**src/qhp_pkg.sv**
```systemverilog
// shared types and defaults for the quicksort hoare partition sorter
// used by qhp_ctrl, qhp_dp and quicksort_hoare_partition_top; no dependencies
`default_nettype none

package qhp_pkg;

  localparam int DEPTH_DEF      = 64;
  localparam int DATA_WIDTH_DEF = 32;

  typedef enum logic [3:0] {
    S_LOAD,
    S_SORT_START,
    S_POP,
    S_POP_WAIT,
    S_PART_START,
    S_PIV_LOAD,
    S_LSCAN_RD,
    S_LSCAN_CMP,
    S_RSCAN_RD,
    S_RSCAN_CMP,
    S_SWAP_A,
    S_SWAP_B,
    S_PUSH_R,
    S_PUSH_L,
    S_EMIT_RD,
    S_EMIT_LD
  } state_t;

  // element store read address source
  typedef enum logic [1:0] {
    RD_LO,
    RD_I,
    RD_J,
    RD_K
  } rd_sel_t;

  typedef struct packed {
    logic    load_wr;     // store input word at fill position
    logic    clr_run;     // clear fill count and overflow flag
    logic    range_init;  // range = whole set
    logic    pop;         // pop a range off the stack
    logic    range_ld;    // range from stack read data
    logic    part_init;   // left/right scan start at range ends
    logic    piv_ld;      // pivot from read data
    rd_sel_t rd_sel;
    logic    cap_l;       // hold left scan word
    logic    cap_r;       // hold right scan word
    logic    inc_i;
    logic    dec_j;
    logic    wr_l;        // store[i] = right word
    logic    wr_r;        // store[j] = left word
    logic    push_hi;     // push upper part (guarded)
    logic    push_lo;     // push lower part (guarded)
    logic    emit_init;
    logic    emit_ld;     // load output register, advance emit index
  } cmd_t;

  typedef struct packed {
    logic count_gt1;
    logic sp_zero;
    logic l_less;     // read word < pivot
    logic r_greater;  // pivot < read word
    logic i_lt_hi;
    logic j_gt_lo;
    logic i_ge_j;
    logic i_in_rng;
    logic out_free;
    logic emit_last;
  } sts_t;

endpackage

`default_nettype wire

```
**src/quicksort_hoare_partition_top.sv**
```systemverilog
// top level of the quicksort sorter: stream ports, controller and datapath
// depends on qhp_pkg, qhp_ctrl and qhp_dp
`default_nettype none

// Collects signed words one per cycle until a word marked tlast, then sorts
// them ascending in place with quicksort (Hoare partition, first element of
// each range as pivot, explicit stack of index ranges) and streams them out,
// tlast on the final sorted word and tuser set on every word of the run if
// words beyond DEPTH were dropped. The tlast word still starts the sort when
// it is dropped. The input is held off from the tlast word until the last
// sorted word has entered the output register. Sorting runs through one
// element store port pair (one write, one registered read): each scan step
// reads a word and then compares it with the pivot, each swap writes the two
// words one after the other, and set-up and stack handling come around each
// partition. When emitting, each word is read from the store and then loaded
// into the output register once that register is free.

module quicksort_hoare_partition_top
  import qhp_pkg::*;
#(
  parameter int DEPTH      = DEPTH_DEF,
  parameter int DATA_WIDTH = DATA_WIDTH_DEF,
  localparam int TW        = ((DATA_WIDTH + 7) / 8) * 8
) (
  input  wire logic          clk,
  input  wire logic          rst_n,
  input  wire logic          in_tvalid,
  output logic               in_tready,
  input  wire logic [TW-1:0] in_tdata,   // value
  input  wire logic          in_tlast,   // last
  output logic               out_tvalid,
  input  wire logic          out_tready,
  output logic [TW-1:0]      out_tdata,  // value_res
  output logic               out_tlast,  // last_res
  output logic               out_tuser   // overflow
);

  cmd_t                  cmd;
  sts_t                  sts;
  state_t                state;
  logic [DATA_WIDTH-1:0] out_value;

  qhp_ctrl u_ctrl (
    .clk       (clk),
    .rst_n     (rst_n),
    .in_tvalid (in_tvalid),
    .in_tlast  (in_tlast),
    .in_tready (in_tready),
    .sts       (sts),
    .cmd       (cmd),
    .state     (state)
  );

  qhp_dp #(
    .DEPTH      (DEPTH),
    .DATA_WIDTH (DATA_WIDTH)
  ) u_dp (
    .clk       (clk),
    .rst_n     (rst_n),
    .cmd       (cmd),
    .sts       (sts),
    .in_value  (in_tdata[DATA_WIDTH-1:0]),
    .out_value (out_value),
    .out_last  (out_tlast),
    .out_ovf   (out_tuser),
    .out_valid (out_tvalid),
    .out_ready (out_tready)
  );

  // word is zero-padded up to whole bytes
  assign out_tdata = TW'(out_value);

  // the range stack must be empty when a new sort begins
  a_stack_empty_at_start: assert property (@(posedge clk) disable iff (!rst_n)
    (state == S_SORT_START) |-> sts.sp_zero)
    else $error("range stack not empty at sort start");

  // the left scan never leaves the current range
  a_left_in_range: assert property (@(posedge clk) disable iff (!rst_n)
    (state == S_LSCAN_CMP) |-> sts.i_in_rng)
    else $error("left scan index outside range");

  // a word handed to a free output register shows up as valid
  a_emit_shows: assert property (@(posedge clk) disable iff (!rst_n)
    (state == S_EMIT_LD && sts.out_free) |=> out_tvalid)
    else $error("emitted word not presented");

endmodule

`default_nettype wire

```
**src/qhp_ctrl.sv**
```systemverilog
// sequencing state machine for load, partition, stack handling and emit
// depends on qhp_pkg; drives qhp_dp through cmd_t, reads back sts_t
`default_nettype none

module qhp_ctrl
  import qhp_pkg::*;
(
  input  wire logic   clk,
  input  wire logic   rst_n,
  input  wire logic   in_tvalid,
  input  wire logic   in_tlast,
  output logic        in_tready,
  input  wire sts_t   sts,
  output cmd_t        cmd,
  output state_t      state
);

  state_t state_r, state_nxt;

  always_ff @(posedge clk) begin
    if (!rst_n) begin
      state_r <= S_LOAD;
    end else begin
      state_r <= state_nxt;
    end
  end

  always_comb begin
    state_nxt = state_r;
    cmd       = '0;
    cmd.rd_sel = RD_I;
    in_tready = 1'b0;
    case (state_r)
      S_LOAD: begin
        in_tready = 1'b1;
        if (in_tvalid) begin
          cmd.load_wr = 1'b1;
          if (in_tlast) state_nxt = S_SORT_START;
        end
      end
      S_SORT_START: begin
        if (sts.count_gt1) begin
          cmd.range_init = 1'b1;
          state_nxt      = S_PART_START;
        end else begin
          cmd.emit_init = 1'b1;
          state_nxt     = S_EMIT_RD;
        end
      end
      S_POP: begin
        if (sts.sp_zero) begin
          cmd.emit_init = 1'b1;
          state_nxt     = S_EMIT_RD;
        end else begin
          cmd.pop   = 1'b1;
          state_nxt = S_POP_WAIT;
        end
      end
      S_POP_WAIT: begin
        cmd.range_ld = 1'b1;
        state_nxt    = S_PART_START;
      end
      S_PART_START: begin
        cmd.rd_sel    = RD_LO;
        cmd.part_init = 1'b1;
        state_nxt     = S_PIV_LOAD;
      end
      S_PIV_LOAD: begin
        cmd.piv_ld = 1'b1;
        state_nxt  = S_LSCAN_RD;
      end
      S_LSCAN_RD: begin
        state_nxt = S_LSCAN_CMP;
      end
      S_LSCAN_CMP: begin
        cmd.cap_l = 1'b1;
        if (sts.l_less && sts.i_lt_hi) begin
          cmd.inc_i = 1'b1;
          state_nxt = S_LSCAN_RD;
        end else begin
          state_nxt = S_RSCAN_RD;
        end
      end
      S_RSCAN_RD: begin
        cmd.rd_sel = RD_J;
        state_nxt  = S_RSCAN_CMP;
      end
      S_RSCAN_CMP: begin
        cmd.rd_sel = RD_J;
        cmd.cap_r  = 1'b1;
        if (sts.r_greater && sts.j_gt_lo) begin
          cmd.dec_j = 1'b1;
          state_nxt = S_RSCAN_RD;
        end else if (sts.i_ge_j) begin
          state_nxt = S_PUSH_R;
        end else begin
          state_nxt = S_SWAP_A;
        end
      end
      S_SWAP_A: begin
        cmd.wr_l  = 1'b1;
        state_nxt = S_SWAP_B;
      end
      S_SWAP_B: begin
        cmd.wr_r  = 1'b1;
        cmd.inc_i = 1'b1;
        cmd.dec_j = 1'b1;
        state_nxt = S_LSCAN_RD;
      end
      S_PUSH_R: begin
        cmd.push_hi = 1'b1;
        state_nxt   = S_PUSH_L;
      end
      S_PUSH_L: begin
        cmd.push_lo = 1'b1;
        state_nxt   = S_POP;
      end
      S_EMIT_RD: begin
        cmd.rd_sel = RD_K;
        state_nxt  = S_EMIT_LD;
      end
      S_EMIT_LD: begin
        cmd.rd_sel = RD_K;
        if (sts.out_free) begin
          cmd.emit_ld = 1'b1;
          if (sts.emit_last) begin
            cmd.clr_run = 1'b1;
            state_nxt   = S_LOAD;
          end else begin
            state_nxt = S_EMIT_RD;
          end
        end
      end
      default: begin
        state_nxt = S_LOAD;
      end
    endcase
  end

  assign state = state_r;

endmodule

`default_nettype wire

```
**src/qhp_dp.sv**
```systemverilog
// datapath: element store, range stack, scan indices, pivot, output register
// depends on qhp_pkg; controlled by qhp_ctrl through cmd_t
`default_nettype none

module qhp_dp
  import qhp_pkg::*;
#(
  parameter int DEPTH      = DEPTH_DEF,
  parameter int DATA_WIDTH = DATA_WIDTH_DEF
) (
  input  wire logic                  clk,
  input  wire logic                  rst_n,
  input  wire cmd_t                  cmd,
  output sts_t                       sts,
  input  wire logic [DATA_WIDTH-1:0] in_value,
  output logic [DATA_WIDTH-1:0]      out_value,
  output logic                       out_last,
  output logic                       out_ovf,
  output logic                       out_valid,
  input  wire logic                  out_ready
);

  localparam int IW = $clog2(DEPTH);
  localparam int CW = $clog2(DEPTH + 1);

  // element store, one write and one registered read port
  logic [DATA_WIDTH-1:0] store_mem [DEPTH];
  logic [DATA_WIDTH-1:0] rd_data_r;
  logic [IW-1:0]         rd_addr;
  logic [IW-1:0]         wr_addr;
  logic [DATA_WIDTH-1:0] wr_data;
  logic                  wr_en;

  // range stack, entries {lo, hi}
  logic [2*IW-1:0] stk_mem [DEPTH];
  logic [2*IW-1:0] stk_rd_r;
  logic [2*IW-1:0] stk_wr_data;
  logic            stk_wr_en;
  logic [CW-1:0]   sp_r, sp_nxt;
  logic [CW-1:0]   sp_m1;

  logic [CW-1:0]         count_r, count_nxt;
  logic [CW-1:0]         count_m1;
  logic                  ovf_r, ovf_nxt;
  logic [IW-1:0]         lo_r, lo_nxt;
  logic [IW-1:0]         hi_r, hi_nxt;
  logic [IW-1:0]         i_r, i_nxt;
  logic [IW-1:0]         j_r, j_nxt;
  logic [IW-1:0]         k_r, k_nxt;
  logic [DATA_WIDTH-1:0] piv_r;
  logic [DATA_WIDTH-1:0] lval_r;
  logic [DATA_WIDTH-1:0] rval_r;
  logic [DATA_WIDTH-1:0] oval_r;
  logic                  olast_r;
  logic                  oovf_r;
  logic                  ovalid_r, ovalid_nxt;
  logic [IW:0]           j_p1;
  logic                  stk_room;
  logic                  full;

  assign count_m1 = count_r - 1'b1;
  assign sp_m1    = sp_r - 1'b1;
  assign j_p1     = {1'b0, j_r} + 1'b1;
  assign stk_room = (sp_r < CW'(DEPTH));
  assign full     = (count_r == CW'(DEPTH));

  always_comb begin
    case (cmd.rd_sel)
      RD_LO:   rd_addr = lo_r;
      RD_I:    rd_addr = i_r;
      RD_J:    rd_addr = j_r;
      RD_K:    rd_addr = k_r;
      default: rd_addr = i_r;
    endcase
  end

  always_comb begin
    wr_en   = 1'b0;
    wr_addr = count_r[IW-1:0];
    wr_data = in_value;
    if (cmd.load_wr && !full) begin
      wr_en = 1'b1;
    end else if (cmd.wr_l) begin
      wr_en   = 1'b1;
      wr_addr = i_r;
      wr_data = rval_r;
    end else if (cmd.wr_r) begin
      wr_en   = 1'b1;
      wr_addr = j_r;
      wr_data = lval_r;
    end
  end

  always_ff @(posedge clk) begin
    if (wr_en) store_mem[wr_addr] <= wr_data;
    rd_data_r <= store_mem[rd_addr];
  end

  always_comb begin
    stk_wr_en   = 1'b0;
    stk_wr_data = {j_p1[IW-1:0], hi_r};
    if (cmd.push_hi && (j_p1 < {1'b0, hi_r}) && stk_room) begin
      stk_wr_en = 1'b1;
    end else if (cmd.push_lo && (lo_r < j_r) && stk_room) begin
      stk_wr_en   = 1'b1;
      stk_wr_data = {lo_r, j_r};
    end
  end

  always_ff @(posedge clk) begin
    if (stk_wr_en) stk_mem[sp_r[IW-1:0]] <= stk_wr_data;
    stk_rd_r <= stk_mem[sp_m1[IW-1:0]];
  end

  always_comb begin
    count_nxt  = count_r;
    ovf_nxt    = ovf_r;
    sp_nxt     = sp_r;
    lo_nxt     = lo_r;
    hi_nxt     = hi_r;
    i_nxt      = i_r;
    j_nxt      = j_r;
    k_nxt      = k_r;
    ovalid_nxt = ovalid_r;
    if (cmd.load_wr) begin
      if (full) ovf_nxt = 1'b1;
      else      count_nxt = count_r + 1'b1;
    end
    if (cmd.clr_run) begin
      count_nxt = '0;
      ovf_nxt   = 1'b0;
    end
    if (cmd.range_init) begin
      lo_nxt = '0;
      hi_nxt = count_m1[IW-1:0];
    end
    if (cmd.range_ld) begin
      lo_nxt = stk_rd_r[2*IW-1:IW];
      hi_nxt = stk_rd_r[IW-1:0];
    end
    if (cmd.pop) sp_nxt = sp_m1;
    if (stk_wr_en) sp_nxt = sp_r + 1'b1;
    if (cmd.part_init) begin
      i_nxt = lo_r;
      j_nxt = hi_r;
    end
    if (cmd.inc_i) i_nxt = i_r + 1'b1;
    if (cmd.dec_j) j_nxt = j_r - 1'b1;
    if (cmd.emit_init) k_nxt = '0;
    if (cmd.emit_ld) k_nxt = k_r + 1'b1;
    if (cmd.emit_ld)     ovalid_nxt = 1'b1;
    else if (out_ready)  ovalid_nxt = 1'b0;
  end

  always_ff @(posedge clk) begin
    if (!rst_n) begin
      count_r  <= '0;
      ovf_r    <= 1'b0;
      sp_r     <= '0;
      lo_r     <= '0;
      hi_r     <= '0;
      i_r      <= '0;
      j_r      <= '0;
      k_r      <= '0;
      ovalid_r <= 1'b0;
    end else begin
      count_r  <= count_nxt;
      ovf_r    <= ovf_nxt;
      sp_r     <= sp_nxt;
      lo_r     <= lo_nxt;
      hi_r     <= hi_nxt;
      i_r      <= i_nxt;
      j_r      <= j_nxt;
      k_r      <= k_nxt;
      ovalid_r <= ovalid_nxt;
    end
  end

  // payload registers
  always_ff @(posedge clk) begin
    if (cmd.piv_ld) piv_r  <= rd_data_r;
    if (cmd.cap_l)  lval_r <= rd_data_r;
    if (cmd.cap_r)  rval_r <= rd_data_r;
    if (cmd.emit_ld) begin
      oval_r  <= rd_data_r;
      olast_r <= (k_r == count_m1[IW-1:0]);
      oovf_r  <= ovf_r;
    end
  end

  always_comb begin
    sts.count_gt1 = (count_r > CW'(1));
    sts.sp_zero   = (sp_r == '0);
    sts.l_less    = ($signed(rd_data_r) < $signed(piv_r));
    sts.r_greater = ($signed(piv_r) < $signed(rd_data_r));
    sts.i_lt_hi   = (i_r < hi_r);
    sts.j_gt_lo   = (j_r > lo_r);
    sts.i_ge_j    = (i_r >= j_r);
    sts.i_in_rng  = (i_r >= lo_r) && (i_r <= hi_r);
    sts.out_free  = !ovalid_r || out_ready;
    sts.emit_last = (k_r == count_m1[IW-1:0]);
  end

  assign out_value = oval_r;
  assign out_last  = olast_r;
  assign out_ovf   = oovf_r;
  assign out_valid = ovalid_r;

endmodule

`default_nettype wire
```
**config.mk**
```make
export PLATFORM = sky130hd
export DESIGN_NAME = quicksort_hoare_partition_top
export DESIGN_NICKNAME = d
export VERILOG_FILES = /design/src/qhp_pkg.sv /design/src/quicksort_hoare_partition_top.sv /design/src/qhp_ctrl.sv /design/src/qhp_dp.sv
export SDC_FILE = /design/constraint.sdc
export NUM_CORES = 2
export LEC_CHECK = 0
export BUFFER_PORTS_ARGS = -buffer_cell sky130_fd_sc_hd__buf_2
export CAP_MARGIN = 20
export CORE_ASPECT_RATIO = 1.1
export CORE_MARGIN = 1.5
export CORE_UTILIZATION = 45
export CTS_CLUSTER_DIAMETER = 120
export DETAILED_ROUTE_END_ITERATION = 6
export PLACE_DENSITY = 0.61
export SETUP_SLACK_MARGIN = 0.4
export SLEW_MARGIN = 20
export SYNTH_ARGS = -nofsm -noshare
export SYNTH_HDL_FRONTEND = slang
export SYNTH_SLANG_ARGS = --single-unit
```
**constraint.sdc**
```tcl
create_clock -name clk -period 6.2 [get_ports clk]
set_input_delay 1.24 -clock clk [delete_from_list [all_inputs] [get_ports clk]]
set_output_delay 1.24 -clock clk [all_outputs]
set_load 0.05 [all_outputs]
```
Word-level counts from Yosys, hierarchy flattened
Memory sizes are Yosys's and may differ from the RTL's. A register that Yosys moved wholly into a read port is not among the register bits. Cells that the tools add are included.

Mux-type cells: 71. Reductions and logical operators: 26. Bitwise logic cells: 2. Add/subtract/negate cells: 8. Equality and inequality tests: 23. Magnitude comparators: 9.

Operators with widths (count): $mux 32 (3); $mux 6 (13); $lt 32x32->1 (2); $pmux 4 s15 (1); $mux 1 (36); $eq 4x4->1 const B (8); $mux 4 (7); $mux 12 (2); $pmux 6 s4 (1); $eq 4x3->1 const B (4); $add 7x1->7 const B (2); $mux 7 (2); $add 6x1->6 const B (2); $lt 6x6->1 (2); $reduce_bool 2->1 (6); $sub 6x1->6 const B (2); $eq 4x2->1 const B (2); $reduce_or 2->1 (4); $add 6x1->7 const B (1); $eq 7x7->1 const B (1); $gt 7x1->1 const B (1); $logic_and 1x1->1 (7); $logic_not 7->1 (1); $lt 7x6->1 (1); 19 further kinds (28).

Word-level logic and storage cells: 157. Bits of input ports: 37. Output and inout port bits: 36. Memories kept: 2. Flip-flop bits (word level): 180. Memory bits (writable): 2816.

Memory list: u_dp.store_mem (depth 64, bits a word 32, read ports 1, clocked after memory_dff 1, write ports 1, RTL line qhp_dp.sv:27) `logic [DATA_WIDTH-1:0] store_mem [DEPTH];`; u_dp.stk_mem (depth 64, bits a word 12, read ports 1, clocked after memory_dff 1, write ports 1, RTL line qhp_dp.sv:35) `logic [2*IW-1:0] stk_mem [DEPTH];`.

Depth between registers and ports, before layout
Depth after elaboration: 8. Gate-level depth with buffers: 16. Gate-level depth less buffers: 12.

Cells and area by module
A second synthesis with hierarchy kept.

Cell total of the unflattened synthesis: 6377. Area, all modules: 119005.4 um^2.

By module, submodules not included: qhp_dp (area each 118386.0 um^2, instances 1, seq. area each 90266.6 um^2, cells each 6291); qhp_ctrl (area each 619.3 um^2, instances 1, seq. area each 80.1 um^2, cells each 86).

Worst setup path after synthesis
OpenSTA, ideal clock, no wires.

Path type: register to register. From: register u_dp.j_r[2]. To: memory u_dp.stk_mem[0][0] (netlist name) (data pin). Path buffers: 1. Setup slack: 1.095 ns. Data arrival time: 4.404 ns. Cell stages (with the launch flop): 9. Clock period less this slack: 5.105 ns. Library setup time: 0.702 ns. Required time: 5.498 ns. Cell sequence: dfxtp_1 > clkbuf_1 > inv_1 > ha_1 > a21o_1 > a21o_1 > a31o_2 > or2_2 > o21ai_0.

Longest elaborated chain between the ends: 5. Elaborated cells between the ends (all ways): 9. Those cells by class: add/sub: 1; order compare: 2; mux: 2; reduce/logical: 4.

RTL lines: from (decl) (RTL line qhp_dp.sv:48) `logic [IW-1:0] j_r, j_nxt;`; from (signal assigned) (RTL line qhp_dp.sv:173) `j_r <= j_nxt;`; $add 6x1->7 / $lt 6x6->1 (equally long branches) (RTL line qhp_dp.sv:63, qhp_dp.sv:104); $lt 7x6->1 / $logic_and 1x1->1 (equally long branches) (RTL line qhp_dp.sv:102, qhp_dp.sv:104); $logic_and 1x1->1 (on tied branches) (RTL line qhp_dp.sv:102, qhp_dp.sv:104); $logic_and 1x1->1 / $mux 12 (equally long branches) (RTL line qhp_dp.sv:102, qhp_dp.sv:104); $mux 12 * (RTL line qhp_dp.sv:102) `if (cmd.push_hi && (j_p1 < {1'b0, hi_r}) && stk_room) begin`; named net u_dp.stk_wr_data[0] (RTL line qhp_dp.sv:37) `logic [2*IW-1:0] stk_wr_data;`; to (decl) (RTL line qhp_dp.sv:35).

The timed path passes the listed nets; every way through them passes the cells marked *.

Worst setup path after layout
From: register u_ctrl.state_r[3], in the netlist u_ctrl.state[3]. To: register u_dp.rd_data_r[26] (read register of u_dp.store_mem).

Longest elaborated chain between the ends: 5. Elaborated cells between the ends (all ways): 13. Those cells by class: eq/ne: 8; mux: 2; reduce/logical: 3.

RTL lines: from (decl) (RTL line qhp_ctrl.sv:18) `state_t state_r, state_nxt;`; from (signal assigned) (RTL line qhp_ctrl.sv:24) `state_r <= state_nxt;`; $eq 4x4->1 (RTL line qhp_ctrl.sv:33) `case (state_r)`; $reduce_or 2->1 (no source line); $pmux 2 s3 * (RTL line qhp_ctrl.sv:33); $eq 2x2->1, or another cell as far along (RTL line qhp_dp.sv:68) `case (cmd.rd_sel)`; $pmux 6 s4 * (RTL line qhp_dp.sv:68); to (decl) (RTL line qhp_dp.sv:28) `logic [DATA_WIDTH-1:0] rd_data_r;`.

Mark *: on every way between the ends. The rest lies on a longest branch, timed or not. A chain may end at the register's enable or synchronous reset.

==> metrics.yaml <==
clocking:
  ctsHoldBuffers: 0
  clk_latency_ns: 0.89
  cts.sinks: 3040
  path_clk_slew_ns: 0.06
  numCtsBuffers: 311
  cts_max_level: 5
  postCtsSetupRepairBufs: 0
  cts_buffer_depth: 4
  cts.repair.resized: 0
  cts_root_buffer: "clkbuf_16"
  cts_tree: "yes"
logic_synthesis:
  ys_warn_count: 0
  synth_edf_count: 2946
  synthArstFlopShare: 0
  synth_ff_type: "edfxtp_1"
  synth.avg_cell_area_um2: 19.8
  synthCells: 5939
  synth_area_leader_cell: "edfxtp_1"
  synth_top_area_share: 0.752
  seq_area_frac_synth: 0.768
  synth_area_leaders: "edfxtp_1 75%, mux4_2 13%, nand2_1 1.6%"
  ys_types: 80
  synth_nets: 6038
  syn_area_um2: 118000
  synth-seq-cells: 3040
sta:
  max_freq_mhz: 188
  relSlewSlack: 0.244
  final-max-slew-violation-count: 0
  worst_pin_slew_ns: 1.13
  period_needed_ns: 5.31
  finClkSkew_ns: 0.0892
  hold_viol: 0
  fin_crit_sh: 0.857
  whs_ns: 0.445
  rsz0062_at_grt: "no"
  finalSetupViolations: 0
  tns_ns: 0
outcome:
  status: "completed"
setup_path:
  startpoint: "u_ctrl.state[3]"
  crit_arrival_ns: 6.06
  end_kind: "flop"
  critPathKind: "reg2reg"
  critPathMaxStageDelay_ns: 0.95
  cp-start-kind: "flop"
  path_cells: "or4b_1 -> nor2_1 -> o31ai_4 -> buf_4 -> buf_12 -> buf_4 -> mux4_2 -> a22oi_1 -> nand4_1 -> or4_1"
  r2r_start: "u_ctrl.state[3]"
  cp.required_ns: 6.94
  worst-path-max-fanout: 74
  slowest_stage: "dfxtp_1"
  path_common_cell: "buf_4"
min_path:
  hp-class: "reg2reg"
  hp-start: "u_dp.stk_rd_r[8]"
global_route:
  grt_start_max_net_pins: 113
  grt_pass1_vias: 60900
  grt_remaining_overflow: 0
  grt_pass1_wl_um: 443000
  grtUsageTotal: 0.231
  grt_antenna_before_repair: 16
drt:
  drtIter0Drc: 6892
  drt_first_pass_iters: 5
  ant_nets: 0
  num_vias: 60200
  remaining_drc_errors: 0
  via_per_inst: 5.99
  drt-wirelength-per-cell_um: 30.7
  routed_wl_um: 308000
cells_and_area:
  fill_cells: 20300
  syn_to_final_growth_pct: 14.3
  fin_util: 0.518
  drive_above_1_share: 0.251
  fin_nets: 6422
  final_area_um2: 135000
die:
  rows: 196
  die_y_um: 539
  pin_count: 73
  start_util: 0.453
  die_area_um2: 265000
  core_area_um2: 260000
  die_w_um: 491
pwr:
  peakVddDrop_v: 0.000348
  p_leak_nw: 42.4
  power_w: 0.0550
  power_density_nw_per_um2: 409
place:
  dpl_cell_area_um2: 125000
  gp_congestion: 0.869
  hpwl_um: 184000
  io_buffers: 72
job:
  drv_cap: 0
==> layer usage <==
layer	up-vias	track usage	share of wire
li1	25100	-	-
met1	31900	0.312	0.39
met2	2757	0.382	0.49
met3	513	0.0345	0.077
met4	2	0.0865	0.040
met5	-	0	0.000042
==> flip-flops by register name, summed over array words and instances, names as in the netlist, 6 cells and up <==
name,cells
u_dp.count_r,7
u_dp.hi_r,6
u_dp.i_r,6
u_dp.j_r,6
u_dp.k_r,6
u_dp.lo_r,6
u_dp.lval_r,32
u_dp.out_value,32
u_dp.piv_r,32
u_dp.rd_data_r,32
u_dp.rval_r,32
u_dp.sp_r,7
u_dp.stk_mem,768
u_dp.stk_rd_r,12
u_dp.store_mem,2048
==> critical path, delay by kind of cell, from the launching register on <==
kind	cells	cell delay (ns)
multiplexers	1	0.32
AND/OR/NAND/NOR	4	2.20
AO/OA/AOI/OAI	2	0.69
buffers and inverters	3	0.99
flip-flops	1	0.95
==> cells in the final DEF (no fill, tap or decap), drive strengths merged, types with 5 or more instances in the layout <==
cell,netlist,final
o22ai,29,29
diode,0,26
inv,56,68
buf,192,392
nor2b,14,14
a22oi,115,115
mux4,685,685
nor2,261,261
nor3,94,94
a311oi,20,20
or3,9,9
edfxtp,2946,2946
o21a,8,8
o21ai,31,31
nand2,511,511
dfxtp,94,94
nand3,201,201
clkinvlp,0,6
a21oi,127,127
nand2b,17,17
clkbuf,129,391
and3,25,25
xor2,11,11
a31oi,25,25
or4,30,30
ha,62,62
nand3b,5,5
bufinv,0,17
nand4,51,51
a211oi,8,8
a21o,24,24
nor4,6,6
or2,7,7
mux2i,53,53
o211ai,9,9
clkinv,0,129
xnor2,15,15
==> report_power, final <==
part           switching [W]  internal (W)  total (W)
Clock                0.00778        0.0102     0.0179
Combinational        0.00781       0.00517     0.0130
Sequential          0.000557        0.0235     0.0240
==> cell usage after synthesis (11+ instances only) <==
master,count
inv_1,56
clkbuf_1,129
nand3_1,201
a21oi_1,127
mux2i_1,53
a31oi_1,25
nor2_1,259
o22ai_1,29
o21ai_0,24
nand2_1,510
a21o_1,24
nor2b_1,14
nand4_1,51
buf_4,15
buf_2,102
buf_6,17
and3_1,25
xor2_1,11
buf_1,58
dfxtp_1,94
or4_1,30
a311oi_1,19
a22oi_1,115
edfxtp_1,2946
nand2b_1,17
mux4_2,685
ha_1,62
xnor2_1,15
nor3_1,92
==> layout make-up <==
type | instances | area (um2) | share of cell area
sequential | 3040 | 90400 | 0.672
multi-input combinational | 2522 | 26600 | 0.197
clock buffer | 391 | 8230 | 0.0612
tap | 3465 | 4340 | 0.0322
timing repair buffer | 392 | 3370 | 0.0250
clock inverter | 164 | 1420 | 0.0106
inverter | 56 | 210 | 0.00156
antenna | 26 | 65.1 | 0.000484
==> path summary, 6_finish.rpt <==
path | end | slack, ns | depth (start not counted)
hold / removal | u_dp.lo_r[2] | 0.44 | 2
hold reg to reg | u_dp.lo_r[2] | 0.44 | 2
setup / recovery | u_dp.rd_data_r[26] | 0.89 | 10
setup reg to reg | u_dp.rd_data_r[26] | 0.89 | 10
==> cells by family (layout without fill, tap and decap cells) <==
family | count (synthesis) | after routing | share of synthesized area
buf+inv | 377 | 1003 | 0.0147
mux | 741 | 741 | 0.136
flops | 3040 | 3040 | 0.768
other cells | 0 | 26 | 0
compound gates | 446 | 446 | 0.0257
fa+ha+maj | 62 | 62 | 0.00659
simple gates | 1247 | 1247 | 0.0476
xor+xnor | 26 | 26 | 0.00193
==> through the flow <==
stage | setup WS (ns) | instances
5_1_grt | 0.650 | 10100
2_1_floorplan | 1.09 | 5939
6_report | 0.888 | 10100
3_3_place_gp | 0.932 | 9473
4_1_cts | 0.859 | 10000
3_5_place_dp | 0.816 | 9475
Note: power is estimated with default switching activity, not from simulation.
